## src/design/olvd_pkg.sv

```systemverilog
`timescale 1ns / 1ps

package olvd_pkg;

	localparam int unsigned ValueWidth = 32;

	// Command codes carried in the input transfer
	typedef enum logic [2:0] {
		CMD_INSERT    = 3'd0,
		CMD_DEL_MATCH = 3'd1,
		CMD_DEL_FIRST = 3'd2,
		CMD_DEL_LAST  = 3'd3,
		CMD_DUMP      = 3'd4
	} cmd_code_t;

	// Status codes carried in the output transfer
	typedef enum logic [1:0] {
		ST_OK      = 2'd0,
		ST_EMPTY   = 2'd1,
		ST_FULL    = 2'd2,
		ST_MISSING = 2'd3
	} status_t;

	typedef struct packed {
		logic [2:0]                   cmd;
		logic signed [ValueWidth-1:0] value;
	} in_item_t;

	typedef struct packed {
		logic [1:0]                   status;
		logic signed [ValueWidth-1:0] entry;
		logic                         last;
	} out_item_t;

	// Datapath operations issued by the controller
	typedef enum logic [2:0] {
		DP_NONE,
		DP_INSERT,
		DP_MATCH,
		DP_REMOVE,
		DP_POP_FRONT,
		DP_POP_BACK,
		DP_DUMP_START,
		DP_ROTATE
	} dp_op_t;

	typedef struct packed {
		dp_op_t op;
	} dp_cmd_t;

	typedef struct packed {
		logic empty;
		logic full;
		logic found;
		logic dump_last;
	} dp_stat_t;

endpackage

```

## src/design/ordered_list_with_value_delete.sv

```systemverilog
`timescale 1ns / 1ps

// Channel | Signals                       | Transfer when
// --------+-------------------------------+---------------------------
// input   | in_valid, in_ready, in_item   | in_valid && in_ready
// output  | out_valid, out_ready, out_item| out_valid && out_ready
//
// One command at a time. Insert, delete-first, delete-last, unused codes and
// errors give a registered result; delete-match first compares all cells,
// then closes the gap. A dump hands out one entry per cycle from the rotating
// cell row while the output does not stall.
// Reset (arst_n low) empties the list; the cells themselves are not cleared.
// The next command is taken once the previous result transfer has completed.

module ordered_list_with_value_delete import olvd_pkg::*; #(
	parameter int unsigned CAPACITY = 32
) (
	input  logic      clk,
	input  logic      arst_n,
	input  logic      in_valid,
	output logic      in_ready,
	input  in_item_t  in_item,
	output logic      out_valid,
	input  logic      out_ready,
	output out_item_t out_item
);

	dp_cmd_t                      dp_cmd;
	dp_stat_t                     dp_stat;
	logic signed [ValueWidth-1:0] front;

	// Sequencer: decodes commands, issues datapath operations, owns the
	// output register
	olvd_ctrl u_ctrl (
		.clk       (clk),
		.arst_n    (arst_n),
		.in_valid  (in_valid),
		.in_ready  (in_ready),
		.in_item   (in_item),
		.out_valid (out_valid),
		.out_ready (out_ready),
		.out_item  (out_item),
		.dp_cmd    (dp_cmd),
		.dp_stat   (dp_stat),
		.front     (front)
	);

	// Cell row: per-cell compare, shift and rotate, plus the entry count
	olvd_dp #(
		.CAPACITY (CAPACITY)
	) u_dp (
		.clk    (clk),
		.arst_n (arst_n),
		.cmd    (dp_cmd),
		.value  (in_item.value),
		.stat   (dp_stat),
		.front  (front)
	);

endmodule

```

## src/design/olvd_dp.sv

```systemverilog
`timescale 1ns / 1ps

module olvd_dp import olvd_pkg::*; #(
	parameter int unsigned CAPACITY = 32
) (
	input  logic                         clk,
	input  logic                         arst_n,
	input  dp_cmd_t                      cmd,
	input  logic signed [ValueWidth-1:0] value,
	output dp_stat_t                     stat,
	output logic signed [ValueWidth-1:0] front
);

	localparam int unsigned CW = $clog2(CAPACITY + 1);
	localparam int unsigned IW = $clog2(CAPACITY);

	logic signed [ValueWidth-1:0] cells_q [CAPACITY];
	logic signed [ValueWidth-1:0] prev_w  [CAPACITY];
	logic signed [ValueWidth-1:0] next_w  [CAPACITY];
	logic [CAPACITY-1:0]          match_d;
	logic [CAPACITY-1:0]          match_q;
	logic [CAPACITY-1:0]          gap_w;
	logic [CAPACITY-1:0]          tail_w;
	logic [CW-1:0]                count_q;
	logic [CW-1:0]                count_m1;
	logic [IW-1:0]                idx_q;

	assign count_m1 = count_q - CW'(1);

	// Per-cell neighbors, compare and position flags
	for (genvar g = 0; g < CAPACITY; g++) begin : g_cell
		if (g == 0) begin : g_head
			assign prev_w[g] = value;
		end else begin : g_body
			assign prev_w[g] = cells_q[g-1];
		end
		if (g == CAPACITY - 1) begin : g_end
			assign next_w[g] = cells_q[0];
		end else begin : g_mid
			assign next_w[g] = cells_q[g+1];
		end
		assign match_d[g] = (cells_q[g] == value) && (CW'(g) < count_q);
		// cells at or after the first match move toward the front
		assign gap_w[g]   = |match_q[g:0];
		assign tail_w[g]  = (CW'(g) == count_m1);
	end

	always_ff @(posedge clk) begin
		for (int i = 0; i < CAPACITY; i++) begin
			unique case (cmd.op)
				DP_INSERT:    cells_q[i] <= prev_w[i];
				DP_POP_FRONT: cells_q[i] <= next_w[i];
				DP_REMOVE:    if (gap_w[i]) cells_q[i] <= next_w[i];
				DP_ROTATE:    cells_q[i] <= tail_w[i] ? cells_q[0] : next_w[i];
				DP_NONE, DP_MATCH, DP_POP_BACK, DP_DUMP_START: ;
			endcase
		end
	end

	always_ff @(posedge clk or negedge arst_n) begin
		if (!arst_n) begin
			count_q <= '0;
			match_q <= '0;
			idx_q   <= '0;
		end else begin
			unique case (cmd.op)
				DP_INSERT:     count_q <= count_q + CW'(1);
				DP_MATCH:      match_q <= match_d;
				DP_REMOVE,
				DP_POP_FRONT,
				DP_POP_BACK:   count_q <= count_m1;
				DP_DUMP_START: idx_q   <= '0;
				DP_ROTATE:     idx_q   <= idx_q + IW'(1);
				DP_NONE: ;
			endcase
		end
	end

	assign stat.empty     = (count_q == '0);
	assign stat.full      = (count_q == CW'(CAPACITY));
	assign stat.found     = |match_q;
	assign stat.dump_last = (CW'(idx_q) == count_m1);
	assign front          = cells_q[0];

endmodule

```

## src/design/olvd_ctrl.sv

```systemverilog
`timescale 1ns / 1ps

module olvd_ctrl import olvd_pkg::*; (
	input  logic                         clk,
	input  logic                         arst_n,
	input  logic                         in_valid,
	output logic                         in_ready,
	input  in_item_t                     in_item,
	output logic                         out_valid,
	input  logic                         out_ready,
	output out_item_t                    out_item,
	output dp_cmd_t                      dp_cmd,
	input  dp_stat_t                     dp_stat,
	input  logic signed [ValueWidth-1:0] front
);

	typedef enum logic [1:0] {
		S_IDLE,
		S_REMOVE,
		S_DUMP
	} state_t;

	state_t    state_q;
	state_t    state_d;
	logic      out_valid_q;
	out_item_t out_item_q;
	logic      emit;
	out_item_t emit_item;
	logic      out_free;

	assign out_free  = !out_valid_q || out_ready;
	assign in_ready  = (state_q == S_IDLE) && !out_valid_q;
	assign out_valid = out_valid_q;
	assign out_item  = out_item_q;

	always_comb begin
		state_d          = state_q;
		emit             = 1'b0;
		emit_item.status = ST_OK;
		emit_item.entry  = '0;
		emit_item.last   = 1'b1;
		dp_cmd.op        = DP_NONE;
		unique case (state_q)
			S_IDLE: begin
				if (in_valid && in_ready) begin
					emit = 1'b1;
					unique case (in_item.cmd)
						CMD_INSERT: begin
							if (dp_stat.full) emit_item.status = ST_FULL;
							else dp_cmd.op = DP_INSERT;
						end
						CMD_DEL_MATCH: begin
							if (dp_stat.empty) begin
								emit_item.status = ST_EMPTY;
							end else begin
								emit      = 1'b0;
								dp_cmd.op = DP_MATCH;
								state_d   = S_REMOVE;
							end
						end
						CMD_DEL_FIRST: begin
							if (dp_stat.empty) emit_item.status = ST_EMPTY;
							else dp_cmd.op = DP_POP_FRONT;
						end
						CMD_DEL_LAST: begin
							if (dp_stat.empty) emit_item.status = ST_EMPTY;
							else dp_cmd.op = DP_POP_BACK;
						end
						CMD_DUMP: begin
							if (dp_stat.empty) begin
								emit_item.status = ST_EMPTY;
							end else begin
								emit      = 1'b0;
								dp_cmd.op = DP_DUMP_START;
								state_d   = S_DUMP;
							end
						end
						default: ;
					endcase
				end
			end
			S_REMOVE: begin
				emit    = 1'b1;
				state_d = S_IDLE;
				if (dp_stat.found) dp_cmd.op = DP_REMOVE;
				else emit_item.status = ST_MISSING;
			end
			S_DUMP: begin
				if (out_free) begin
					// hand out the front cell, then rotate it to the back
					emit            = 1'b1;
					emit_item.entry = front;
					emit_item.last  = dp_stat.dump_last;
					dp_cmd.op       = DP_ROTATE;
					if (dp_stat.dump_last) state_d = S_IDLE;
				end
			end
			default: state_d = S_IDLE;
		endcase
	end

	always_ff @(posedge clk or negedge arst_n) begin
		if (!arst_n) begin
			state_q     <= S_IDLE;
			out_valid_q <= 1'b0;
			out_item_q  <= '0;
		end else begin
			state_q <= state_d;
			if (emit) begin
				out_valid_q <= 1'b1;
				out_item_q  <= emit_item;
			end else if (out_ready) begin
				out_valid_q <= 1'b0;
			end
		end
	end

endmodule
```

## config.mk

```make
export PLATFORM = sky130hd
export DESIGN_NAME = ordered_list_with_value_delete
export DESIGN_NICKNAME = d
export VERILOG_FILES = /design/src/design/olvd_pkg.sv /design/src/design/ordered_list_with_value_delete.sv /design/src/design/olvd_dp.sv /design/src/design/olvd_ctrl.sv
export SDC_FILE = /design/constraint.sdc
export NUM_CORES = 2
export LEC_CHECK = 0
export BUFFER_PORTS_ARGS = -buffer_cell sky130_fd_sc_hd__buf_2
export CORE_ASPECT_RATIO = 1.1
export CORE_MARGIN = 1.5
export CORE_UTILIZATION = 50
export CTS_CLUSTER_DIAMETER = 100
export DETAILED_ROUTE_END_ITERATION = 8
export PLACE_DENSITY_LB_ADDON = 0.25
export SLEW_MARGIN = 5
export SYNTH_ARGS = -nofsm -noshare
export SYNTH_HDL_FRONTEND = slang
export SYNTH_HIERARCHICAL = 1
export SYNTH_SLANG_ARGS = --single-unit
```

## constraint.sdc

```tcl
create_clock -name clk -period 6.65 [get_ports clk]
set_input_delay 0.3325 -clock clk [delete_from_list [all_inputs] [get_ports clk]]
set_output_delay 0.3325 -clock clk [all_outputs]
set_load 0.005 [all_outputs]
```

==> flow_summary.json <==
{
  "first_iter_violations": 11159,
  "skew_ns": 0.0483,
  "track_usage_pct": 46.6,
  "p_per_area_mw_per_mm2": 694,
  "hold_buffers": 5,
  "synthCells": 5737,
  "ios": 76,
  "cts-root-buf": "clkbuf_16",
  "cp_cell_sequence": "inv_1, ha_1, buf_4, nand2b_1, nor2_1, or4_4, nand2_1, buf_4, nand3b_1, buf_4, a31oi_2, o22ai_2, buf_4, o221a_2",
  "place_area_sq_mm": 0.0691,
  "rsz0062_at_grt": "no",
  "num_vias": 58030,
  "cp_max_fo": 33,
  "synthArstFlopShare_pct": 7.33,
  "core_sq_mm": 0.133,
  "gp_congestion": 1.07,
  "fill_cells": 11288,
  "cts_sinks": 1105,
  "multi_input_area_sq_mm": 0.0316,
  "tightest_slew_ns": 1.44,
  "synth-simple-area-share_pct": 12.0,
  "syn_area_per_cell_sq_um": 11.7,
  "path_class": "reg -> reg",
  "startpoint_type": "flop",
  "die_h_um": 387,
  "synth_top_flop_cell": "edfxtp_1",
  "fin_tns_setup_ns": 0,
  "hpwl_um": 215000,
  "design_area_sq_mm": 0.0731,
  "drt-total-wl_um": 324000,
  "synth-xor-area-share_pct": 13.6,
  "postRouteAntennaNets": 0,
  "outcome": "finished clean",
  "avgViaCountPerCell": 7.84,
  "final_core_util_pct": 55.1,
  "insertion_delay_ns": 0.81,
  "layout_min_cycle_time_ns": 6.05,
  "synth_top_cell_by_area": "edfxtp_1",
  "syn-cell-area_sq_mm": 0.0669,
  "ctsResizeCount": 0,
  "synth_top_family_by_area": "compound AO/OA/AOI/OAI gates",
  "finalPower_uw": 50700,
  "critical-path-top-delay-family": "simple AND/OR/NAND/NOR gates",
  "regArea_sq_mm": 0.0328,
  "netlist_top_cells_area": "edfxtp_1 46%, xnor2_1 9.1%, a221o_1 6.7%, o221a_2 5.4%, xor2_1 4.5%",
  "cts_buffers": 120,
  "maxSlewHeadroom_pct": 3.10,
  "grt_pass1_vias": 54910,
  "synthesis.nets": 5783,
  "synth_cell_types": 75,
  "finalSetupViolCount": 0,
  "clk_path_buf_depth": 3,
  "cts_tree": "yes",
  "crit_path_top_delay_cell": "a31oi_2",
  "synth_compound_area_share_pct": 17.9,
  "yosys.area_share.adder_pct": 0.131,
  "synth-seq-cells": 1105,
  "endpoint_kind": "flop",
  "yosysMostFrequentCell": "edfxtp_1",
  "dr.pass1.iters": 7,
  "grt_first_pass_wirelength_um": 444000,
  "die_w_um": 352,
  "finalHoldViolations": 0,
  "postCtsSetupBuffers": 0,
  "synth_common_cells": "1024 x edfxtp_1, 694 x xnor2_1, 480 x clkbuf_1",
  "worstPathRequired_ns": 7.20,
  "place_ws_ns": 0.889,
  "critPathArrivalTime_ns": 6.61,
  "period_share_pct": 91.0,
  "nets": 5558,
  "rows": 140,
  "die_area_sq_mm": 0.136,
  "drive_above_1_share_pct": 19.1,
  "hp-class": "in -> reg",
  "yosys_warnings": 6,
  "crit_top_cell": "buf_4",
  "synth_edf_count": 1024,
  "route.detailed.drc": 0,
  "seq_area_frac_synth_pct": 49.0,
  "critical_path_buf_inv_count": 5,
  "place.port_buffers": 75,
  "antenna_found_initial": 23,
  "grt_start_max_net_pins": 199,
  "maxCapViolations": 0,
  "yosysTopAreaCellShare_pct": 46.0,
  "slowest_delay_ns": 1.01,
  "power.leakage_uw": 0.0242,
  "wl_per_cell_um": 43.8,
  "setup_ws_ns": 0.595,
  "timing.fmax_ghz": 0.165,
  "initial_core_util_pct": 50.4,
  "grt_remaining_overflow": 0,
  "h-tree-depth": 3,
  "clkSlewWorstSetupHoldPaths_ns": 0.07,
  "slew_viol_final": 0,
  "ir_drop_mv": 0.457,
  "synth.area.mux_share_pct": 2.72,
  "area_delta_synth_final_pct": 9.29
}
-- worst paths after layout --
kind | end | cells after the start | from | slack, ns
setup / recovery | u_dp/cells_q[1][263] | 14 | u_dp/count_q[0] | 0.60
hold / removal | u_ctrl/state_q[0] | 3 | in_item[32] | 0.04
setup reg to reg | u_dp/cells_q[1][263] | 14 | u_dp/count_q[0] | 0.60
hold reg to reg | u_dp/match_q[27] | 2 | u_dp/match_q[27] | 0.48
max in group asynchronous | u_dp/match_q[14] | 3 | arst_n | 5.23
min in group asynchronous | u_ctrl/out_item[23] | 2 | arst_n | 0.09
-- flip-flops by register name, indices dropped and copies added, names as in the netlist --
signal,count
u_ctrl/out_valid,1
u_ctrl/state_q,2
u_dp/match_q,32
u_dp/idx_q,5
u_ctrl/out_item,35
u_dp/cells_q,1024
u_dp/count_q,6
-- cell families after synthesis --
family | count (synthesis)
AND/OR/NAND/NOR | 1367
AO/OA/AOI/OAI | 1319
flip-flops | 1105
XOR/XNOR | 1041
buffers and inverters | 736
multiplexers | 162
adder cells (fa/ha/maj) | 7
-- metal layers --
layer,global-route usage [%],wire [um],up-vias
met5,0,140,-
met4,42.5,37200,22
met3,17.5,47900,1795
met2,65.7,134000,6002
met1,54.7,105000,28240
li1,-,-,21971
-- stage by stage --
step | hold slack, ns | std cells
after detailed placement | 0.356 | 7160
after CTS | 0.0190 | 7387
final | 0.0402 | 7399
after global routing | 0.0998 | 7387
after floorplan | 0.0369 | 5737
after global placement | 0.358 | 7160
-- layout make-up --
class | count | area share [%]
Sequential cell | 1105 | 44.9
Multi-Input combinational cell | 3896 | 43.3
Tap cell | 1775 | 3.04
Clock buffer | 145 | 4.31
Clock inverter | 77 | 1.05
Timing Repair Buffer | 310 | 3.02
Inverter | 79 | 0.406
Antenna cell | 12 | 0.0411
-- cells in the final DEF, fill, tap and decap left out, types with 81 or more instances in the layout --
cell,instances
a21oi_1,117
a221o_1,448
and2_1,270
and3_1,139
buf_4,240
clkbuf_16,121
dfrtp_1,81
edfxtp_1,1024
mux2_2,160
nand2_1,100
nand3_1,124
nand4_1,192
nor3_1,89
nor4_1,123
o221a_2,320
or3_1,167
xnor2_1,694
xor2_1,347
-- worst min-delay path, stage by stage --
cell and delay (ns):
buf_2 0.14, nor3_1 0.08, nor4_2 0.20
-- power by group --
group          total (uW)  internal (uW)  switching (uW)
Clock                7000           3930            3080
Combinational       23100           8810           14300
Sequential          20600          14400            6250
Total               50700          27100           23600
Power figures use the tool's default switching activity.
